`config.mk`:
```
export PLATFORM = sky130hd
export DESIGN_NAME = sbie_rf
export DESIGN_NICKNAME = d
export VERILOG_FILES = /design/src/rtl/sbie_pkg.sv /design/src/rtl/sbie_rf.sv
export SDC_FILE = /design/constraint.sdc
export NUM_CORES = 1
export LEC_CHECK = 0
export CORE_ASPECT_RATIO = 1.25
export CORE_UTILIZATION = 40
export CTS_CLUSTER_DIAMETER = 60
export DETAILED_ROUTE_END_ITERATION = 7
export DONT_BUFFER_PORTS = 1
export SYNTH_ARGS = -nofsm -noshare
export SYNTH_HDL_FRONTEND = slang
export SYNTH_SLANG_ARGS = --single-unit
```
`constraint.sdc`:
```
create_clock -name clk -period 3.92 [get_ports clk]
set_clock_uncertainty 0.1 [all_clocks]
set_input_delay 0.588 -clock clk [delete_from_list [all_inputs] [get_ports clk]]
set_output_delay 0.588 -clock clk [all_outputs]
set_load 0.02 [all_outputs]
```
`src/rtl/sbie_pkg.sv`:
```
// ----------------------------------------------------------------------------
// sbie_pkg
// Shared types, opcodes, status codes and default sizes of the executor.
// ----------------------------------------------------------------------------
package sbie_pkg;

  localparam int DATA_DEPTH_DEF  = 65536;
  localparam int STACK_WORDS_DEF = 2048;
  localparam int CALL_FRAMES_DEF = 128;

  localparam int NUM_REGS = 8;
  localparam int REG_AW   = 3;
  localparam int WORD_W   = 16;
  localparam int PC_W     = 24;
  localparam int EA_W     = 26;

  typedef logic [4:0] op_t;
  localparam op_t OP_HLT    = 5'd0;
  localparam op_t OP_JMP    = 5'd1;
  localparam op_t OP_CJMP   = 5'd2;
  localparam op_t OP_OJMP   = 5'd3;
  localparam op_t OP_CALL   = 5'd4;
  localparam op_t OP_RET    = 5'd5;
  localparam op_t OP_PUSH   = 5'd6;
  localparam op_t OP_POP    = 5'd7;
  localparam op_t OP_LOADB  = 5'd8;
  localparam op_t OP_LOADW  = 5'd9;
  localparam op_t OP_STOREB = 5'd10;
  localparam op_t OP_STOREW = 5'd11;
  localparam op_t OP_LOADI  = 5'd12;
  localparam op_t OP_NOP    = 5'd13;
  localparam op_t OP_IN     = 5'd14;
  localparam op_t OP_OUT    = 5'd15;
  localparam op_t OP_ADD    = 5'd16;
  localparam op_t OP_ADDI   = 5'd17;
  localparam op_t OP_SUB    = 5'd18;
  localparam op_t OP_SUBI   = 5'd19;
  localparam op_t OP_MUL    = 5'd20;
  localparam op_t OP_DIV    = 5'd21;
  localparam op_t OP_AND    = 5'd22;
  localparam op_t OP_OR     = 5'd23;
  localparam op_t OP_NOR    = 5'd24;
  localparam op_t OP_NOTB   = 5'd25;
  localparam op_t OP_SAL    = 5'd26;
  localparam op_t OP_SAR    = 5'd27;
  localparam op_t OP_EQU    = 5'd28;
  localparam op_t OP_LT     = 5'd29;
  localparam op_t OP_LTE    = 5'd30;
  localparam op_t OP_NOTC   = 5'd31;

  typedef logic [3:0] status_t;
  localparam status_t ST_OK      = 4'd0;
  localparam status_t ST_HALT    = 4'd1;
  localparam status_t ST_ZDEST   = 4'd2;
  localparam status_t ST_BADREG  = 4'd3;
  localparam status_t ST_PORT    = 4'd4;
  localparam status_t ST_DIV0    = 4'd5;
  localparam status_t ST_OVF     = 4'd6;
  localparam status_t ST_UNDER   = 4'd7;
  localparam status_t ST_FRAME   = 4'd8;
  localparam status_t ST_RANGE   = 4'd9;
  localparam status_t ST_STOPPED = 4'd10;

  localparam logic [7:0] PORT_IN  = 8'd0;
  localparam logic [7:0] PORT_OUT = 8'd15;

  typedef struct packed {
    logic                we;
    logic [REG_AW-1:0]   addr;
    logic [WORD_W-1:0]   data;
  } rf_wr_t;

  typedef struct packed {
    logic                done;
    logic                ovf;
    logic [WORD_W-1:0]   quo;
  } div_res_t;

endpackage

```
`src/rtl/sbie_rf.sv`:
```
// ----------------------------------------------------------------------------
// sbie_rf
// Register file memory: two registered read ports, one write port, and a
// valid bit per register so that unwritten registers read as zero.
// ----------------------------------------------------------------------------
module sbie_rf
  import sbie_pkg::*;
(
  input  logic              clk,
  input  logic              rst,
  input  logic [REG_AW-1:0] raddr_a,
  input  logic [REG_AW-1:0] raddr_b,
  output logic [WORD_W-1:0] rdata_a,
  output logic [WORD_W-1:0] rdata_b,
  input  rf_wr_t            wr
);

  logic [WORD_W-1:0]   mem [NUM_REGS];
  logic [NUM_REGS-1:0] valid;
  logic [WORD_W-1:0]   rd_a, rd_b;
  logic                vl_a, vl_b;

  always_ff @(posedge clk) begin
    if (wr.we) begin
      mem[wr.addr] <= wr.data;
    end
    rd_a <= mem[raddr_a];
    rd_b <= mem[raddr_b];
  end

  always_ff @(posedge clk) begin
    if (rst) begin
      valid <= '0;
      vl_a  <= 1'b0;
      vl_b  <= 1'b0;
    end else begin
      if (wr.we) begin
        valid[wr.addr] <= 1'b1;
      end
      vl_a <= valid[raddr_a];
      vl_b <= valid[raddr_b];
    end
  end

  assign rdata_a = vl_a ? rd_a : '0;
  assign rdata_b = vl_b ? rd_b : '0;

endmodule

```
==> results.toml <==
[status]
status = "completed"

[placed_design]
place_area_um2 = 7560
dp_hpwl_mm = 7.87
gp_congestion = 0.676
port_buffers = 0

[clock_tree]
clk_pin_slew_ps = 60
holdBufCountCts = 0
clock-sinks = 170
ctsResizeCount = 0
cts_buffers = 17
post_cts_buffers = 0
root_buffer = "clkbuf_16"
cts_tree = "built"
clockBufferDepth = 2
insertion_delay_ps = 420
h-tree-depth = 4

[finish]
area_growth_pct = 10.9
num_antenna_cells = 0
multi_input_area_um2 = 2530
regArea_um2 = 4680
layout-drive-gt1-share = 0.241
nets = 392
nFillCells = 1510
fin_area_um2 = 8150

[sta]
setup-violations-final = 0
finalMaxSlewViolations = 0
fin_crit_ps = 2260
worst_slew_pin_slew_ps = 1080
fmax_ghz = 0.443
fin_crit_sh = 0.576
rsz0062_at_grt = "no"
slew_headroom = 0.277
tns_ps = 0
finalHoldViolCount = 0

[yosys]
synthTopCellsByArea = "edfxtp_1 (52%), mux4_1 (20%), dfxtp_1 (11%), mux2_2 (4.9%), mux4_2 (3.4%)"
yosys_warnings = 0
ys_ff_latch = 170
synthCells = 360
synth_area_per_cell_um2 = 20.4
synth_area_leader_cell = "edfxtp_1"
synth-main-ff-cell = "edfxtp_1"
yosysMostFrequentCell = "edfxtp_1"
synth_edf_count = 128
ys_async_sr_fraction = 0
synth_area_um2 = 7350
synth_cell_types = 24
synth_common_cells = "edfxtp_1 (128), mux4_1 (55), dfxtp_1 (42), and2_1 (32), mux2_2 (32)"
synth_nets = 388
synth_top_area_frac = 0.523
synth-seq-area-share = 0.637

[detailed_routing]
routedWlPerCell_um = 23.0
dr.pass1.iters = 4
drt-vias-per-instance = 5.57
drt_wl_total_mm = 13.9
post-route-drc-count = 0
ant_nets = 0
num_vias = 3367
drt_iter0_drc = 165

[worst_setup_path]
critical_path_arrival_ps = 1570
crit_family = "flip-flops"
path_buf_inv = 0
worstPathRequired_ps = 3230
cp-end-kind = "primary output"
cp_max_fo = 16
start_kind = "flop"
cp_slowest_stage_delay_ps = 800
worstSetupPathType = "reg -> out"
cp_cell_sequence = "and2_1"
cp_slowest_cell = "dfxtp_1"
ff2ff_setup_slack_ps = 2510

[grt]
overflow = 0
grt_max_degree = 36
grt_pass1_wl_mm = 20.9
grt_pass1_vias = 3563
antenna_found_initial = 1
grt_usage = 0.159

[floorplan]
coreArea_um2 = 18000
die_area_um2 = 18900
initial_core_util = 0.408
row_count = 55
die_width_um = 123
num_io_pins = 60
dieHeight_um = 154

[worst_hold_path]
hold_path_class = "in -> reg"

[run]
max_cap_viol_count = 0

[pwr]
powerDensity_nw_per_um2 = 477
leakagePower_uw = 0.00283
irDropWorstVdd_v = 0.000285
sequential cells by signal, summed over array words and instances (netlist names):
name   cells
vl_a       1
rd_b      16
mem      128
valid      8
vl_b       1
rd_a      16
final cells by class:
cell class                      instances  share of cell area
Multi-Input combinational cell        165               0.310
Timing Repair Buffer                    8             0.00737
Clock buffer                           17              0.0522
Tap cell                              228              0.0350
Sequential cell                       170               0.575
Clock inverter                         15              0.0200
Inverter                                2            0.000921
power by group:
group          internal, µW  switching (µW)
registers              2020            31.3
logic                   128            74.1
clock network           949             689
total                  3100             794
placed cells by master, fill, tap and decap left out, types with 3 or more instances in the layout:
cell / count
inv_6: 6
mux2_2: 32
mux4_1: 55
edfxtp_1: 128
and2_1: 32
o21ba_2: 3
clkinvlp_4: 3
nor2_1: 15
mux4_2: 11
buf_4: 8
mux2i_1: 4
clkbuf_16: 17
dfxtp_1: 42
metrics by stage:
| step | std cells | utilization | setup slack [ps] | hold WS (ps) | power, µW |
|---|---|---|---|---|---|
| after global routing | 605 | 0.452 | 1510 | 114 | 4030 |
| final | 605 | 0.452 | 1660 | 140 | 3890 |
| after global placement | 573 | 0.420 | 1810 | 368 | 2290 |
| after detailed placement | 573 | 0.420 | 1810 | 382 | 2300 |
| after CTS | 605 | 0.452 | 1550 | 119 | 3930 |
| after floorplan | 360 | - | 928 | 352 | 2290 |
layer usage:
layer  routed length [µm]  track usage  part of all wire
met5                    0            0                 0
met2                 7960        0.297              0.57
met4                  183       0.0539             0.013
met1                 4960        0.166              0.36
met3                  821       0.0453             0.059
worst reg2reg max path: stages (launching register included):
cell	delay (ps)
edfxtp_1	400
mux4_1	530
mux2_2	280
cell families after synthesis:
family          count (synthesis)  synth area share
flops                         170             0.637
mux                           102             0.285
simple gates                   56            0.0442
buf+inv                        25            0.0254
compound gates                  7           0.00851
final timing paths:
path / from / end / cells after the start
setup / recovery: vl_b$_SDFF_PP0_ / rdata_b[5] / 1
hold / removal: rst / valid[0]$_SDFFE_PP0P_ / 1
setup reg to reg: mem[5][13]$_DFFE_PP_ / rd_b[13]$_DFF_P_ / 2
hold reg to reg: valid[5]$_SDFFE_PP0P_ / valid[5]$_SDFFE_PP0P_ / 2
Power figures use the tool's default switching activity.
