### config.mk
export PLATFORM = sky130hd
export DESIGN_NAME = sbie_div
export DESIGN_NICKNAME = d
export VERILOG_FILES = /design/src/rtl/sbie_pkg.sv /design/src/rtl/sbie_div.sv
export SDC_FILE = /design/constraint.sdc
export NUM_CORES = 1
export LEC_CHECK = 0
export BUFFER_PORTS_ARGS = -buffer_cell sky130_fd_sc_hd__buf_2
export CORE_ASPECT_RATIO = 2
export CORE_MARGIN = 1
export CORE_UTILIZATION = 59
export CTS_CLUSTER_DIAMETER = 30
export DETAILED_ROUTE_END_ITERATION = 8
export HOLD_SLACK_MARGIN = 0.1
export PLACE_DENSITY_LB_ADDON = 0.08
export SYNTH_ARGS = -nofsm -noshare
export SYNTH_HDL_FRONTEND = slang
export SYNTH_SLANG_ARGS = --single-unit
### constraint.sdc
create_clock -name clk -period 2.8 [get_ports clk]
set_input_delay 0 -clock clk [delete_from_list [all_inputs] [get_ports clk]]
set_output_delay 0 -clock clk [all_outputs]
set_load 0.01 [all_outputs]
### src/rtl/sbie_pkg.sv
// ----------------------------------------------------------------------------
// sbie_pkg
// Shared types, opcodes, status codes and default sizes of the executor.
// ----------------------------------------------------------------------------
package sbie_pkg;

  localparam int DATA_DEPTH_DEF  = 65536;
  localparam int STACK_WORDS_DEF = 2048;
  localparam int CALL_FRAMES_DEF = 128;

  localparam int NUM_REGS = 8;
  localparam int REG_AW   = 3;
  localparam int WORD_W   = 16;
  localparam int PC_W     = 24;
  localparam int EA_W     = 26;

  typedef logic [4:0] op_t;
  localparam op_t OP_HLT    = 5'd0;
  localparam op_t OP_JMP    = 5'd1;
  localparam op_t OP_CJMP   = 5'd2;
  localparam op_t OP_OJMP   = 5'd3;
  localparam op_t OP_CALL   = 5'd4;
  localparam op_t OP_RET    = 5'd5;
  localparam op_t OP_PUSH   = 5'd6;
  localparam op_t OP_POP    = 5'd7;
  localparam op_t OP_LOADB  = 5'd8;
  localparam op_t OP_LOADW  = 5'd9;
  localparam op_t OP_STOREB = 5'd10;
  localparam op_t OP_STOREW = 5'd11;
  localparam op_t OP_LOADI  = 5'd12;
  localparam op_t OP_NOP    = 5'd13;
  localparam op_t OP_IN     = 5'd14;
  localparam op_t OP_OUT    = 5'd15;
  localparam op_t OP_ADD    = 5'd16;
  localparam op_t OP_ADDI   = 5'd17;
  localparam op_t OP_SUB    = 5'd18;
  localparam op_t OP_SUBI   = 5'd19;
  localparam op_t OP_MUL    = 5'd20;
  localparam op_t OP_DIV    = 5'd21;
  localparam op_t OP_AND    = 5'd22;
  localparam op_t OP_OR     = 5'd23;
  localparam op_t OP_NOR    = 5'd24;
  localparam op_t OP_NOTB   = 5'd25;
  localparam op_t OP_SAL    = 5'd26;
  localparam op_t OP_SAR    = 5'd27;
  localparam op_t OP_EQU    = 5'd28;
  localparam op_t OP_LT     = 5'd29;
  localparam op_t OP_LTE    = 5'd30;
  localparam op_t OP_NOTC   = 5'd31;

  typedef logic [3:0] status_t;
  localparam status_t ST_OK      = 4'd0;
  localparam status_t ST_HALT    = 4'd1;
  localparam status_t ST_ZDEST   = 4'd2;
  localparam status_t ST_BADREG  = 4'd3;
  localparam status_t ST_PORT    = 4'd4;
  localparam status_t ST_DIV0    = 4'd5;
  localparam status_t ST_OVF     = 4'd6;
  localparam status_t ST_UNDER   = 4'd7;
  localparam status_t ST_FRAME   = 4'd8;
  localparam status_t ST_RANGE   = 4'd9;
  localparam status_t ST_STOPPED = 4'd10;

  localparam logic [7:0] PORT_IN  = 8'd0;
  localparam logic [7:0] PORT_OUT = 8'd15;

  typedef struct packed {
    logic                we;
    logic [REG_AW-1:0]   addr;
    logic [WORD_W-1:0]   data;
  } rf_wr_t;

  typedef struct packed {
    logic                done;
    logic                ovf;
    logic [WORD_W-1:0]   quo;
  } div_res_t;

endpackage

### src/rtl/sbie_div.sv
// ----------------------------------------------------------------------------
// sbie_div
// Signed 16-bit divider, restoring, one quotient bit per cycle.
// ----------------------------------------------------------------------------
module sbie_div
  import sbie_pkg::*;
(
  input  logic              clk,
  input  logic              rst,
  input  logic              start,
  input  logic [WORD_W-1:0] dividend,
  input  logic [WORD_W-1:0] divisor,
  output div_res_t          res
);

  localparam int CNT_W = $clog2(WORD_W + 1);

  logic              run;
  logic [CNT_W-1:0]  cnt;
  logic              neg;
  logic [WORD_W-1:0] den;
  logic [WORD_W-1:0] quo;
  logic [WORD_W:0]   rem;
  logic              done;
  logic [WORD_W:0]   shifted;
  logic [WORD_W:0]   diff;

  assign shifted = {rem[WORD_W-1:0], quo[WORD_W-1]};
  assign diff    = shifted - {1'b0, den};

  always_ff @(posedge clk) begin
    if (rst) begin
      run  <= 1'b0;
      done <= 1'b0;
      cnt  <= '0;
    end else begin
      done <= 1'b0;
      if (start) begin
        run <= 1'b1;
        cnt <= CNT_W'(WORD_W);
      end else if (run) begin
        cnt <= cnt - 1'b1;
        if (cnt == CNT_W'(1)) begin
          run  <= 1'b0;
          done <= 1'b1;
        end
      end
    end
  end

  always_ff @(posedge clk) begin
    if (start) begin
      neg <= dividend[WORD_W-1] ^ divisor[WORD_W-1];
      quo <= dividend[WORD_W-1] ? -dividend : dividend;
      den <= divisor[WORD_W-1] ? -divisor : divisor;
      rem <= '0;
    end else if (run) begin
      if (!diff[WORD_W]) begin
        rem <= diff;
        quo <= {quo[WORD_W-2:0], 1'b1};
      end else begin
        rem <= shifted;
        quo <= {quo[WORD_W-2:0], 1'b0};
      end
    end
  end

  // only +32768 can leave the signed range
  assign res.done = done;
  assign res.ovf  = !neg && quo[WORD_W-1];
  assign res.quo  = neg ? -quo : quo;

endmodule

==> impl_metrics.json, run 1 <==
{
  "n_antenna_cell": 0,
  "fin_skew_ns": 0.00359,
  "grt_pass1_wl_um": 15200,
  "synth_flop_cell": "edfxtp_1",
  "layout-drive-gt1-share": 0.157,
  "grt_usage": 0.283,
  "rsz0062_at_grt": "false",
  "switchingPower_uw": 749,
  "vias": 3437,
  "min_path_cells": 3,
  "hpwl_um": 7190,
  "grt_max_degree": 46,
  "antenna_found_initial": 0,
  "clk_path_buf_depth": 2,
  "status": "completed",
  "power_leakage_uw": 0.00184,
  "worstHoldPathType": "in -> reg",
  "die_area_mm2": 0.00713,
  "path_max_fanout": 7,
  "clkPwrFrac": 0.274,
  "yosysWarnings": 0,
  "finalMaxSlewViolations": 0,
  "htree_num_levels": 2,
  "viasPerCell": 5.83,
  "post-route-period-util": 0.955,
  "seq_area_frac_synth": 0.363,
  "combPwrFrac": 0.290,
  "numCtsBuffers": 5,
  "setup_viol": 0,
  "ys_ff_latch": 56,
  "hold_viol_final": 0,
  "pre_cts_ws_ns": 0.0860,
  "portBuffers": 52,
  "p_seq_frac": 0.436,
  "drtAntennaViolNets": 0,
  "drt_wl_total_um": 9310,
  "synth.distinct_cells": 56,
  "timing.slew.headroom": 0.577,
  "setup_ws_ns": 0.126,
  "worstSkewPairLatency_ns": 0.30,
  "die_w_um": 60.2,
  "holdPathEnd": "den[3]",
  "r2r-end": "rem[13]",
  "start_util": 0.609,
  "wl_per_cell_um": 15.8,
  "first_pass_iters": 4,
  "p_per_area_mw_per_mm2": 505,
  "cp-start-kind": "flip-flop",
  "crit_type": "reg -> reg",
  "root_buffer": "clkbuf_16",
  "grt_pass1_vias": 3437,
  "io_pins": 53,
  "row_count": 42,
  "p_int_uw": 1600,
  "crit_required_ns": 3.03,
  "reg2reg_depth": 10,
  "sw_frac_of_total": 0.318,
  "synth_nets": 494,
  "hold_start": "divisor[1]",
  "die-height_um": 118,
  "area_growth_syn_to_layout_pct": 16.3,
  "async_flop_share": 0,
  "worst_setup_path_end_kind": "flip-flop",
  "grt-ovfl-total": 0,
  "cts.clk_slew.worst_paths_ns": 0.07,
  "period_minus_slack_ns": 2.67,
  "r2r_start": "quo[15]",
  "netlist_area_mm2": 0.00400,
  "ir_worst_vdd_uv": 436,
  "cts_tree": "yes",
  "fmax_mhz": 374,
  "routabilityCongestion": 0.892,
  "coreArea_mm2": 0.00657,
  "cts.sinks": 56,
  "arrival_ns": 2.91,
  "nets": 558,
  "reg2reg_setup_slack_ns": 0.13,
  "syn_inst": 437,
  "utilization": 0.708,
  "synth-edff-count": 33,
  "drcViolationCount": 0,
  "postSynthAreaPerCell_um2": 9.16,
  "drv_cap": 0,
  "fin_tns_setup_ns": 0,
  "drtIter0Drc": 161,
  "worst_pin_slew_ns": 0.634
}
==> cells in the mapped netlist, types with 5 or more instances <==
library cell  number  area [µm²]
inv_1             30         113
mux2i_1           12         120
nand2b_1          11        68.8
nand3_1            7        35.0
a211oi_1          12        90.1
o31ai_1           12        90.1
clkbuf_1          10        37.5
xor2_1            20         175
xnor2_1           35         307
edfxtp_1          33         991
or3_1              5        31.3
ha_1              21         263
a21oi_1           31         155
dfxtp_1           23         460
o21ai_0           28         140
nor3_1             7        35.0
nand2_1           30         113
nor2_1            44         165
==> final cells by class <==
cell class / count / area, µm²
inverter: 30 / 113
sequential: 56 / 1450
tap: 88 / 110
clock inverter: 3 / 26.3
fill: 530 / 1920
timing repair buffer: 73 / 458
clock buffer: 5 / 125
multi-input combinational: 335 / 2370
==> flip-flops by register name, indices dropped and copies added (netlist names) <==
signal  cells
run         1
neg         1
cnt         5
den        16
quo        16
done        1
rem        16
==> worst max-delay path, cell delays in order, from the launching register on <==
cell      delay [ns]
edfxtp_1        0.37
inv_1           0.08
ha_1            0.21
fa_1            0.41
nand2b_4        0.16
a21o_1          0.19
a21oi_2         0.20
a211oi_4        0.09
xor2_4          0.22
or4_1           0.54
o21ai_1         0.13
==> placed cells by master (no fill, tap or decap), types with 5 or more instances in the layout <==
| cell | n |
|---|---|
| buf_2 | 52 |
| nor2_1 | 44 |
| xnor2_1 | 35 |
| edfxtp_1 | 33 |
| a21oi_1 | 31 |
| inv_1 | 30 |
| nand2_1 | 30 |
| o21ai_0 | 28 |
| dfxtp_1 | 23 |
| ha_1 | 21 |
| xor2_1 | 20 |
| dlygate4sd3_1 | 16 |
| o31ai_1 | 12 |
| mux2i_1 | 12 |
| a211oi_1 | 12 |
| nand2b_1 | 10 |
| nand3_1 | 7 |
| nor3_1 | 7 |
| or3_1 | 5 |
| clkbuf_16 | 5 |
| buf_4 | 5 |
==> cell families (layout without fill, tap and decap cells) <==
kind of cell / after synthesis / count (layout) / share of synthesized area
and+or+nand+nor: 129 / 129 / 0.166
AOI/OAI and AO/OA: 114 / 114 / 0.187
xor gates and xnor gates: 57 / 57 / 0.131
DFF: 56 / 56 / 0.363
buffers and inverters: 46 / 111 / 0.0497
adders and majority gates: 22 / 22 / 0.0707
muxes: 13 / 13 / 0.0328
==> per-layer routing <==
layer | vias up | track usage | part of all wire
met1 | 1631 | 0.251 | 0.34
li1 | 1700 | - | -
met2 | 86 | 0.571 | 0.61
met5 | - | 0 | 0
met3 | 20 | 0.0350 | 0.028
met4 | 0 | 0.118 | 0.028
==> power groups by stage <==
stage | Sequential [µW] | Combinational [µW] | Clock [µW]
6_report | 1030 | 682 | 644
5_1_grt | 1040 | 763 | 685
4_1_cts | 1030 | 676 | 657
3_5_place_dp | 1040 | 654 | 0
3_3_place_gp | 1040 | 637 | 0
2_1_floorplan | 1020 | 477 | 0
==> through the flow <==
stage | cell area [µm²] | instances | power [µW] | hold slack (ns)
2_1_floorplan | 4000 | 437 | 1500 | 0.0724
3_3_place_gp | 4320 | 565 | 1680 | 0.233
3_5_place_dp | 4320 | 565 | 1700 | 0.235
4_1_cts | 4630 | 589 | 2360 | 0.107
5_1_grt | 4650 | 590 | 2480 | 0.121
6_report | 4650 | 590 | 2350 | 0.0977
==> what timing repair did <==
item,CTS,global route
setup buffers,0,1
endpoints found under the hold margin,23,0
setup endpoints to repair,0,4
hold buffers,16,0
resized for setup,0,2
==> worst max path at each step <==
stage / depth (start not counted) / from / to
4_1_cts: 10 / quo[15] / rem[0]
5_1_grt: 10 / quo[15] / rem[13]
2_1_floorplan: 10 / quo[15] / rem[13]
6_report: 10 / quo[15] / rem[13]
3_5_place_dp: 10 / quo[15] / rem[0]
3_3_place_gp: 10 / quo[15] / rem[0]
(Power assumes the default switching activity.)
==> run 2: changes to the inputs <==
--- a/config.mk
+++ b/config.mk
@@ -12,4 +12,5 @@
 export CTS_CLUSTER_DIAMETER = 30
 export DETAILED_ROUTE_END_ITERATION = 8
+export GPL_ROUTABILITY_DRIVEN = 0
 export HOLD_SLACK_MARGIN = 0.1
 export PLACE_DENSITY_LB_ADDON = 0.08
==> constraint.sdc (replaced) <==
create_clock -name clk -period 2.8 [get_ports clk]
set_input_delay 0.56 -clock clk [delete_from_list [all_inputs] [get_ports clk]]
set_output_delay 0.56 -clock clk [all_outputs]
set_load 0.01 [all_outputs]
==> run 2 against run 1 <==
Against the previous run:
- the flow now finishes with violations (negative setup slack)
- register-to-register slack gained 0.06 ns
- routed wire length down 3.3%
- via count decreased by 2.3%
- clock power rose by 6.8%
- critical path depth down 3
- combinational power fell by 2%
- critical path type is now reg -> out
- largest cell class unchanged
- largest power group unchanged
==> impl_metrics.json, run 2 (synthesis results as in run 1) <==
{
  "portBuffers": 52,
  "drt_wl_total_um": 9000,
  "slowest_delay_ns": 0.42,
  "root_buffer": "clkbuf_16",
  "met2_length_um": 5250,
  "hold_ws_ns": 0.494,
  "period_minus_slack_ns": 2.88,
  "first_pass_iters": 4,
  "grt_usage": 0.272,
  "cts_tree": "yes",
  "cts.clk_slew.worst_paths_ns": 0.07,
  "htree_num_levels": 2,
  "cp_top_family": "simple AND/OR/NAND/NOR gates",
  "die_area_mm2": 0.00713,
  "grt-ovfl-total": 0,
  "die-height_um": 118,
  "violations": "negative setup slack",
  "grt_pass1_wl_um": 14600,
  "reg.largest.list": "den (16), quo (16), rem (16)",
  "worst_pin_slew_ns": 0.638,
  "start_util": 0.609,
  "setup_ws_ns": -0.0787,
  "power_leakage_uw": 0.00180,
  "vias": 3358,
  "top_layer": "met4",
  "clk_path_buf_depth": 2,
  "layout_common_cells": "52 x buf_2, 43 x nor2_1, 35 x xnor2_1",
  "drtIter0Drc": 129,
  "crit_required_ns": 2.24,
  "rsz0062_at_grt": "true",
  "cp-start-kind": "flip-flop",
  "status": "finished, violations left",
  "hold_viol_final": 0,
  "row_count": 42,
  "setup_viol": 1,
  "route.met3.wl_um": 218,
  "layout-drive-gt1-share": 0.178,
  "hpwl_um": 7110,
  "fin_skew_ns": 0.00586,
  "crit_chain": "buf_4, buf_4, nor3_1, nand3_1, o31ai_1, xnor2_1, buf_2",
  "fmax_mhz": 347,
  "path_max_fanout": 4,
  "nets": 546,
  "worstHoldPathType": "in -> reg",
  "n_antenna_cell": 0,
  "finalMaxSlewViolations": 0,
  "grt_max_degree": 37,
  "timing.slew.headroom": 0.574,
  "crit_type": "reg -> out",
  "pre_cts_ws_ns": 0.152,
  "drtAntennaViolNets": 0,
  "p_per_area_mw_per_mm2": 523,
  "worstSkewPairLatency_ns": 0.30,
  "cts.sinks": 56,
  "io_pins": 53,
  "crit_buf_inv": 3,
  "numCtsBuffers": 5,
  "crit_top_cell": "buf_4",
  "post-route-period-util": 1.03,
  "slowest_stage": "edfxtp_1",
  "arrival_ns": 2.32,
  "worst_setup_path_end_kind": "output pin",
  "drv_cap": 0,
  "grt_pass1_vias": 3390,
  "die_w_um": 60.2,
  "area_growth_syn_to_layout_pct": 14.1,
  "m1WireLength_um": 3040,
  "antenna_found_initial": 0,
  "drcViolationCount": 0,
  "wl_per_cell_um": 15.6,
  "final_common_cell": "buf_2",
  "ir_worst_vdd_uv": 401,
  "viasPerCell": 5.81,
  "coreArea_mm2": 0.00657
}
## run 2: final timing paths
path,startpoint,endpoint,slack [ns],cells past startpoint
setup / recovery,quo[0],res[15],-0.08,7
hold / removal,divisor[0],den[0],0.49,1
setup reg to reg,quo[15],rem[13],0.19,10
hold reg to reg,rem[12],rem[12],0.50,2
## run 2: routing by layer
metal  vias up  track usage
met2        81        0.527
li1       1680            -
met3        27       0.0295
met1      1570        0.236
met5         -            0
met4         0        0.176
## run 2: repair_timing
item / 4_1_cts / 5_1_grt
cloned: 0 / 0
hold buffers: 0 / 0
setup endpoints to repair: 2 / 6
setup buffers: 2 / 1
pin swaps: 0 / 4
hold endpoints to repair: 0 / 0
gates resized for setup: 3 / 6
## run 2: cell type report
| class | instances | area [µm²] |
|---|---|---|
| clock buffer | 6 | 150 |
| clock inverter | 2 | 16.3 |
| fill | 550 | 2000 |
| inverter | 30 | 113 |
| multi-input combinational | 335 | 2400 |
| sequential | 56 | 1450 |
| tap | 88 | 110 |
| timing repair buffer | 61 | 328 |
## run 2: through the flow
| stage | util | std cells | total power, µW | TNS [ns] | area [µm²] |
|---|---|---|---|---|---|
| finish | 0.695 | 578 | 2390 | -0.0787 | 4570 |
| global route | 0.695 | 578 | 2520 | -0.343 | 4570 |
| CTS | 0.688 | 577 | 2390 | 0 | 4520 |
| detailed placement | 0.659 | 567 | 1700 | 0 | 4330 |
| global placement | 0.659 | 567 | 1680 | 0 | 4330 |
| floorplan | - | 437 | 1500 | 0 | 4000 |
## run 2: power breakdown
part	internal [µW]	switching, µW
clock	390	298
sequential	959	68.5
combinational	295	376
## run 2: worst register-to-register path, cell delays in order (launching register included)
cell and delay, ns:
edfxtp_1 0.37, inv_1 0.08, ha_1 0.21, fa_1 0.40, nand2b_4 0.16, a21o_1 0.19, a21oi_2 0.19, a211oi_4 0.09
xor2_4 0.21, or4_1 0.53, o21ai_1 0.11
